`src/qte_pkg.sv`:
```
// Package: shared constants, types and tables for the quaternion to Euler angle core.
package qte_pkg;

  localparam int unsigned CordicStepsDef   = 16;
  localparam int unsigned AngleFracBitsDef = 13;

  // Width of a CORDIC x/y word: Q.28 sums reach about 2^33 for odd inputs
  localparam int unsigned DataW = 40;
  localparam int unsigned AngW  = 34;

  localparam logic signed [AngW-1:0] PiQ30     = 34'sd3373259426;
  localparam logic signed [AngW-1:0] HalfPiQ30 = 34'sd1686629713;

  typedef struct packed {
    logic signed [DataW-1:0] x;
    logic signed [DataW-1:0] y;
    logic signed [AngW-1:0]  z;
  } cvec_t;

  typedef struct packed {
    cvec_t roll;
    cvec_t pitch;
    cvec_t yaw;
    logic  clamp;
    logic  clamp_neg;
  } lane_t;

  function automatic logic signed [AngW-1:0] atan_q30(input int unsigned i);
    logic signed [AngW-1:0] r;
    unique case (i)
      0: r = 34'sd843314857;  1: r = 34'sd497837829;  2: r = 34'sd263043837;
      3: r = 34'sd133525159;  4: r = 34'sd67021687;   5: r = 34'sd33543516;
      6: r = 34'sd16775851;   7: r = 34'sd8388437;    8: r = 34'sd4194283;
      9: r = 34'sd2097149;    10: r = 34'sd1048576;   11: r = 34'sd524288;
      12: r = 34'sd262144;    13: r = 34'sd131072;    14: r = 34'sd65536;
      15: r = 34'sd32768;     16: r = 34'sd16384;     17: r = 34'sd8192;
      18: r = 34'sd4096;      19: r = 34'sd2048;      20: r = 34'sd1024;
      21: r = 34'sd512;       22: r = 34'sd256;       23: r = 34'sd128;
      default: r = '0;
    endcase
    return r;
  endfunction

  // Start a vectoring run: fold the left half plane
  function automatic cvec_t cv_init(input logic signed [DataW-1:0] s,
                                    input logic signed [DataW-1:0] c);
    cvec_t v;
    v.x = c;
    v.y = s;
    v.z = '0;
    if (c < 0) begin
      v.z = (s >= 0) ? PiQ30 : -PiQ30;
      v.x = -c;
      v.y = -s;
    end
    return v;
  endfunction

  function automatic cvec_t cv_step(input cvec_t v, input int unsigned i);
    cvec_t r;
    logic signed [DataW-1:0] dx, dy;
    dx = v.y >>> i;
    dy = v.x >>> i;
    r = v;
    if (v.y >= 0) begin
      r.x = v.x + dx;
      r.y = v.y - dy;
      r.z = v.z + atan_q30(i);
    end else begin
      r.x = v.x - dx;
      r.y = v.y + dy;
      r.z = v.z - atan_q30(i);
    end
    return r;
  endfunction

endpackage

```
`src/qte_sqrt_cell.sv`:
```
// Sqrt cell: one restoring digit of the floor square root per stage.
module qte_sqrt_cell import qte_pkg::*; #(
  parameter int unsigned BitPos = 0
) (
  input  logic        clk_i,
  input  logic        en_i,
  input  logic [56:0] rem_i,
  input  logic [56:0] root_i,
  output logic [56:0] rem_o,
  output logic [56:0] root_o
);
  logic [56:0] bit_w, trial_w, rem_d, root_d;
  logic [56:0] rem_q, root_q;

  always_comb begin
    bit_w   = 57'd1 << (2 * BitPos);
    trial_w = root_i + bit_w;
    if (rem_i >= trial_w) begin
      rem_d  = rem_i - trial_w;
      root_d = (root_i >> 1) + bit_w;
    end else begin
      rem_d  = rem_i;
      root_d = root_i >> 1;
    end
  end

  always_ff @(posedge clk_i) begin
    if (en_i) begin
      rem_q  <= rem_d;
      root_q <= root_d;
    end
  end

  assign rem_o  = rem_q;
  assign root_o = root_q;
endmodule

```
`config.mk`:
```
export PLATFORM = sky130hd
export DESIGN_NAME = qte_sqrt_cell
export DESIGN_NICKNAME = d
export VERILOG_FILES = /design/src/qte_pkg.sv /design/src/qte_sqrt_cell.sv
export SDC_FILE = /design/constraint.sdc
export NUM_CORES = 1
export LEC_CHECK = 0
export ABC_AREA = 0
export BUFFER_PORTS_ARGS = -buffer_cell sky130_fd_sc_hd__buf_2
export CAP_MARGIN = 25
export CORE_MARGIN = 2
export CORE_UTILIZATION = 40
export CTS_CLUSTER_SIZE = 8
export DETAILED_ROUTE_END_ITERATION = 10
export GPL_TIMING_DRIVEN = 0
export PLACE_DENSITY = 0.67
export SYNTH_ARGS = -nofsm -noshare
export SYNTH_HDL_FRONTEND = slang
export SYNTH_SLANG_ARGS = --single-unit
```
`constraint.sdc`:
```
create_clock -name clk_i -period 9.6 [get_ports clk_i]
set_input_delay 1.92 -clock clk_i [delete_from_list [all_inputs] [get_ports clk_i]]
set_output_delay 1.92 -clock clk_i [all_outputs]
set_load 0.005 [all_outputs]
```
# Word level (Yosys, flattened, before mapping)
# Index checks and enable logic that the tools add are counted.
dict set report totals {
  wordCells 9
  out_inout_bits 114
  register_bits 114
}
dict set report classes {
  n_addsub 3
  n_lt_le_gt_ge 1
  muxes 2
}
# operator n
set op_table {}
lappend op_table {{56-bit by 1-bit adder with 57-bit output, second input constant} 1}
lappend op_table {{57-bit by 1-bit adder with 57-bit output, second input constant} 1}
lappend op_table {{57-bit >= comparator} 1}
lappend op_table {{57-bit 2-to-1 mux} 1}
lappend op_table {{57-bit subtractor} 1}
lappend op_table {{56-bit 2-to-1 mux} 1}

# Logic depth before layout (Yosys ltp)
dict set report depth {
  ltp_word 3
  ltp_mapped 24
  depth_no_buf 20
}

# Worst setup path before layout
# Ideal clock, no wire load.
dict set report synth_timing {
  kind {input-to-reg}
  from {input port root_i[1]}
  to {register rem_q[1] (netlist: rem_o[1]), data pin}
  t_arrival_ns 6.196
  path_buffers 3
  required_time_ns 9.340
  path_slack_ns 3.144
  setup_time_ns 0.260
  path_stages 21
  cell_sequence {ha_1 > and3_1 > and3_1 > and3_1 > nand3_1 > or2_2 > clkbuf_1 > nor3_1 > nand2_1 > xor2_1 > ha_1 > nor2b_1 > o21ai_0 > nand2b_1 > or2_2 > a31oi_1 > a211oi_2 > o31ai_2 > buf_6 > buf_2 > mux2_2}
}
dict set report synth_between {
  elab_chain_len 3
  elab_cells_between_ends 4
  cone_classes {add/sub (2); order compare (1); mux (1)}
}
# item line_no
set synth_lines {}
lappend synth_lines {{start, declared} qte_sqrt_cell.sv:8} ;# input logic [56:0] root_i,
lappend synth_lines {{57-bit by 1-bit adder with 57-bit output (*)} qte_sqrt_cell.sv:17} ;# trial_w = root_i + bit_w;
lappend synth_lines {{57-bit subtractor or 57-bit >= comparator (tied branches)} {qte_sqrt_cell.sv:19, qte_sqrt_cell.sv:18}}
lappend synth_lines {{57-bit 2-to-1 mux (*)} qte_sqrt_cell.sv:18} ;# if (rem_i >= trial_w) begin
lappend synth_lines {{via rem_d[1]} qte_sqrt_cell.sv:12} ;# logic [56:0] bit_w, trial_w, rem_d, root_d;
lappend synth_lines {{end signal, assigned} qte_sqrt_cell.sv:29} ;# rem_q <= rem_d;
lappend synth_lines {{end, declared} qte_sqrt_cell.sv:13} ;# logic [56:0] rem_q, root_q;
# The timed path passes the listed nets; every way through them passes the cells marked *.
# A chain may end at the register's enable or synchronous reset.

# Worst setup path after layout
dict set report layout_timing {
  from {input port root_i[2]}
  to {register root_q[38] (netlist: root_o[38]), data pin}
}
dict set report layout_between {
  elab_chain_len 3
  elab_cells_between_ends 4
  cone_classes {add/sub (2); order compare (1); mux (1)}
}
# item line_no
set layout_lines {}
lappend layout_lines {{57-bit by 1-bit adder with 57-bit output} qte_sqrt_cell.sv:17}
lappend layout_lines {{57-bit >= comparator} qte_sqrt_cell.sv:18}
lappend layout_lines {{56-bit 2-to-1 mux (*)} qte_sqrt_cell.sv:18}
lappend layout_lines {{via root_d[38]} qte_sqrt_cell.sv:12}
lappend layout_lines {{end signal, assigned} qte_sqrt_cell.sv:30} ;# root_q <= root_d;
lappend layout_lines {{end, declared} qte_sqrt_cell.sv:13}
# Marked as above.

==> impl_metrics.tcl <==
set metrics [dict create \
    initial_antenna_violation_count 7 \
    synthDistinctLibCells 63 \
    vias_per_cell 5.564 \
    dp_cells 1663 \
    drive_gt1_share_pct 21.59 \
    cts.path.max_buffers 2 \
    ys_seq_elements 114 \
    postCtsSetupRepairBufs 0 \
    share_of_total_power_in_sequential_cells_pct 35.9 \
    synth_xor_area_share_pct 14.70 \
    unrepaired_setup_endpoints_after_global_routing "no" \
    initial_core_utilization_pct 40.41 \
    area_growth_syn_to_layout_pct 21.67 \
    finish.cell_count_without_fillers 1701 \
    cts_inserted_buffers 17 \
    die_area_mm2 0.02569 \
    maxCapViolCount 0 \
    initialDrtViolationCount 890 \
    combinationalPowerShare_pct 28.5 \
    power_per_cell_area_mw_per_mm2 148.9 \
    holdCritPathClass "input pin to flip-flop" \
    final_nets 1534 \
    syn_inst_count 1119 \
    clock_tree_from_tritoncts "yes" \
    grt_max_degree 61 \
    cp_data_required_time_ps 9780 \
    route.vias.total 9465 \
    p_sw_share_pct 32.35 \
    critical_path.cell_chain "buf_2 -> and4_1 -> and3_1 -> nand2_1 -> nor2_1 -> nand2_1 -> nor2_1 -> nand3_1 -> xor2_1 -> ha_1 -> inv_1 -> nor2_1 -> nand4_1 -> nor4_1 -> nand2_1 -> o21ai_1 -> a21o_1 -> o31ai_2 -> buf_6 -> buf_6 -> nor4_1 -> xor2_1" \
    timing.critical_path.to_type "flip-flop" \
    switchingPower_mw 0.5727 \
    synthesis.area_mm2 0.009769 \
    cts_resized 0 \
    layout_min_cycle_time_ps 7888 \
    worst_pin_slew_ps 954.9 \
    intPower_mw 1.198 \
    hold_violations 0 \
    cts_root_buffer "sky130_fd_sc_hd__clkbuf_16" \
    cts.reportedPaths.clkPinSlew_ps 60 \
    drc 0 \
    post_synthesis_share_of_cell_area_spent_on_and_or_nand_and_nor_gates_pct 22.63 \
    place_worst_setup_slack_ps 1568 \
    post-route-worst-setup-slack_ps 1712 \
    wl_mm 34.59 \
    synth_adder_area_share_pct 7.761 \
    grt_first_pass_wirelength_mm 51.59 \
    syn_area_per_cell_um2 8.730 \
    post-route-period-util_pct 82.16 \
    largest_stage_delay_on_the_critical_path_ps 700 \
    power.static_leakage_nw 4.865 \
    floorplan.rows 57 \
    critPathKind "input pin to flip-flop" \
    max_freq_ghz 0.1268 \
    port_bufs 218 \
    grt-ovfl-total 0 \
    slowest_stage "sky130_fd_sc_hd__nor4_1" \
    place_hpwl_mm 27.82 \
    floorplan.die.height_um 160.3 \
    tns_ps 0 \
    p_clk_share_pct 35.6 \
    startpoint_type "input pin" \
    main_combinational_cell_family_by_area_after_synthesis "simple AND/OR/NAND/NOR gates" \
    grt_pass1_vias 8991 \
    drt_first_pass_iters 7 \
    ys_async_sr_fraction_pct 0 \
    clock_sinks 114 \
    remaining_number_of_nets_flagged_by_the_antenna_check_after_routing 0 \
    ioPinCount 230 \
    multiplexer_fraction_of_the_synthesized_cell_area_pct 0.4611 \
    globalRouteTotalUtil_pct 26.61 \
    irDropWorstVdd_mv 0.1050 \
    synth-seq-area-share_pct 35.04 \
    final_max_slew_viol_count 0 \
    cts-hold-fix-buffers 0 \
    synth_compound_gate_area_share_pct 15.60 \
    floorplan.core_area_mm2 0.02418 \
    cp.arrival_ps 8060 \
    routabilityCongestion 0.9918 \
    result_of_the_run "completed" \
    critical_path.max_fanout 10 \
    timing.max_slew.rel_slack_pct 35.79 \
    synth.yosys.warnings 0 \
    setup_violations 0 \
    synthesis.nets 1295 \
    post_drt_wl_per_cell_um 20.33 \
    htree_num_levels 4 \
    count_of_flip_flops_with_a_built_in_enable_after_synthesis 114 \
    floorplan.die.width_um 160.3 \
    synth-main-ff-cell "sky130_fd_sc_hd__edfxtp_1" \
]
[critical path: cells and delay by family]
kind                     cells  cell delay [ps]
AO/OA/AOI/OAI                3              530
adder cells (fa/ha/maj)      1              380
buffers and inverters        4              590
AND/OR/NAND/NOR             12             3960
XOR/XNOR                     2              670
[cells in the final DEF (no fill, tap or decap), types with 4 or more instances in the layout]
| master | synthesis | final |
|---|---|---|
| sky130_fd_sc_hd__o21bai_1 | 12 | 12 |
| sky130_fd_sc_hd__and4_1 | 9 | 9 |
| sky130_fd_sc_hd__or2_2 | 4 | 4 |
| sky130_fd_sc_hd__nand2b_1 | 12 | 12 |
| sky130_fd_sc_hd__mux2_2 | 4 | 4 |
| sky130_fd_sc_hd__o21ai_0 | 87 | 87 |
| sky130_fd_sc_hd__a21o_1 | 34 | 34 |
| sky130_fd_sc_hd__edfxtp_1 | 114 | 114 |
| sky130_fd_sc_hd__nor3_1 | 35 | 35 |
| sky130_fd_sc_hd__buf_4 | 2 | 4 |
| sky130_fd_sc_hd__a21oi_1 | 64 | 64 |
| sky130_fd_sc_hd__nor2_1 | 71 | 71 |
| sky130_fd_sc_hd__a211oi_1 | 5 | 5 |
| sky130_fd_sc_hd__clkinvlp_4 | 0 | 4 |
| sky130_fd_sc_hd__or3_1 | 9 | 9 |
| sky130_fd_sc_hd__nand3_1 | 33 | 33 |
| sky130_fd_sc_hd__diode_2 | 0 | 6 |
| sky130_fd_sc_hd__ha_1 | 59 | 59 |
| sky130_fd_sc_hd__nor4_1 | 7 | 7 |
| sky130_fd_sc_hd__a31oi_1 | 8 | 8 |
| sky130_fd_sc_hd__a41oi_1 | 4 | 4 |
| sky130_fd_sc_hd__nor3b_1 | 6 | 6 |
| sky130_fd_sc_hd__clkbuf_1 | 41 | 42 |
| sky130_fd_sc_hd__xor2_1 | 99 | 99 |
| sky130_fd_sc_hd__inv_1 | 24 | 24 |
| sky130_fd_sc_hd__xnor2_1 | 65 | 65 |
| sky130_fd_sc_hd__nor2b_1 | 9 | 9 |
| sky130_fd_sc_hd__nor4_2 | 9 | 9 |
| sky130_fd_sc_hd__nand2_1 | 172 | 172 |
| sky130_fd_sc_hd__and3_1 | 23 | 23 |
| sky130_fd_sc_hd__nand4_1 | 30 | 30 |
| sky130_fd_sc_hd__buf_2 | 12 | 229 |
| sky130_fd_sc_hd__clkbuf_16 | 0 | 17 |
| sky130_fd_sc_hd__buf_6 | 4 | 4 |
| sky130_fd_sc_hd__o21a_1 | 6 | 6 |
[area by class of cell]
cell class,instances,area (um2)
antenna,6,15.01
tap,324,405.4
sequential,114,3423
clock inverter,14,138.9
inverter,24,90.09
multi-input combinational,920,5974
timing repair buffer,220,1129
fill,2369,12290
buffer,61,281.5
clock buffer,18,429.2
[flip-flops by register name, indices dropped and copies added (netlist names)]
register  cells
rem_o        57
root_o       57
[worst paths after layout]
path                          to  slack (ps)      start  depth (start not counted)
worst min-delay path   rem_o[25]        1800  rem_i[25]                          3
worst max-delay path  root_o[38]        1710  root_i[2]                         22
[through the flow]
step	area (um2)	total power, mW	util, %	hold WS (ps)
after CTS	11870	1.774	49.10	1789
final	11890	1.770	49.16	1798
after floorplan	9769	0.9409	-	2033
after global routing	11880	1.853	49.14	1810
after global placement	11270	1.141	46.60	2229
after detailed placement	11300	1.143	46.75	2223
[per-layer routing]
metal	vias to the layer above	part of all wire, %	global-route usage, %
met1	4446	44	36.39
met4	2	3.0	10.03
met5	-	0.046	0
met2	422	45	41.26
li1	4522	-	-
met3	73	7.9	5.896
[power by group through the flow]
stage | sequential, mW | clock, mW | combinational, mW
6_report | 0.635 | 0.630 | 0.505
2_1_floorplan | 0.653 | 0 | 0.288
5_1_grt | 0.641 | 0.656 | 0.556
3_3_place_gp | 0.647 | 0 | 0.494
4_1_cts | 0.636 | 0.637 | 0.501
3_5_place_dp | 0.645 | 0 | 0.498
[cell families after synthesis]
kind of cell,count (synthesis)
adder cells (fa/ha/maj),60
buffers and inverters,85
multiplexers,4
flip-flops,114
AO/OA/AOI/OAI,249
AND/OR/NAND/NOR,443
XOR/XNOR,164
[cells in the mapped netlist, types with 3 or more instances]
library cell,instances,area (um2)
sky130_fd_sc_hd__edfxtp_1,114,3423
sky130_fd_sc_hd__o21a_1,6,45.04
sky130_fd_sc_hd__ha_1,59,738.2
sky130_fd_sc_hd__and4_1,9,78.83
sky130_fd_sc_hd__and2_1,3,18.77
sky130_fd_sc_hd__nor2b_1,9,56.30
sky130_fd_sc_hd__a21o_1,34,255.2
sky130_fd_sc_hd__o31ai_1,3,22.52
sky130_fd_sc_hd__a41oi_1,4,35.03
sky130_fd_sc_hd__nor4_2,9,112.6
sky130_fd_sc_hd__inv_1,24,90.09
sky130_fd_sc_hd__clkbuf_1,41,153.9
sky130_fd_sc_hd__a21oi_1,64,320.3
sky130_fd_sc_hd__nor3b_1,6,45.04
sky130_fd_sc_hd__and3_1,23,143.9
sky130_fd_sc_hd__xnor2_1,65,569.3
sky130_fd_sc_hd__nand2_1,172,645.6
sky130_fd_sc_hd__nand2b_1,12,75.07
sky130_fd_sc_hd__or3_1,9,56.30
sky130_fd_sc_hd__a31oi_1,8,50.05
sky130_fd_sc_hd__nor3_1,35,175.2
sky130_fd_sc_hd__o211ai_1,3,22.52
sky130_fd_sc_hd__o31a_1,3,26.28
sky130_fd_sc_hd__mux2_2,4,45.04
sky130_fd_sc_hd__nor2_1,71,266.5
sky130_fd_sc_hd__nand3_1,33,165.2
sky130_fd_sc_hd__buf_2,12,60.06
sky130_fd_sc_hd__or2_2,4,25.02
sky130_fd_sc_hd__o21ai_0,87,435.4
sky130_fd_sc_hd__nand4_1,30,187.7
sky130_fd_sc_hd__xor2_1,99,867.1
sky130_fd_sc_hd__o21bai_1,12,90.09
sky130_fd_sc_hd__buf_6,4,45.04
sky130_fd_sc_hd__a211oi_1,5,37.54
sky130_fd_sc_hd__nor4_1,7,43.79
No activity file was read; power rests on OpenSTA's default activity.
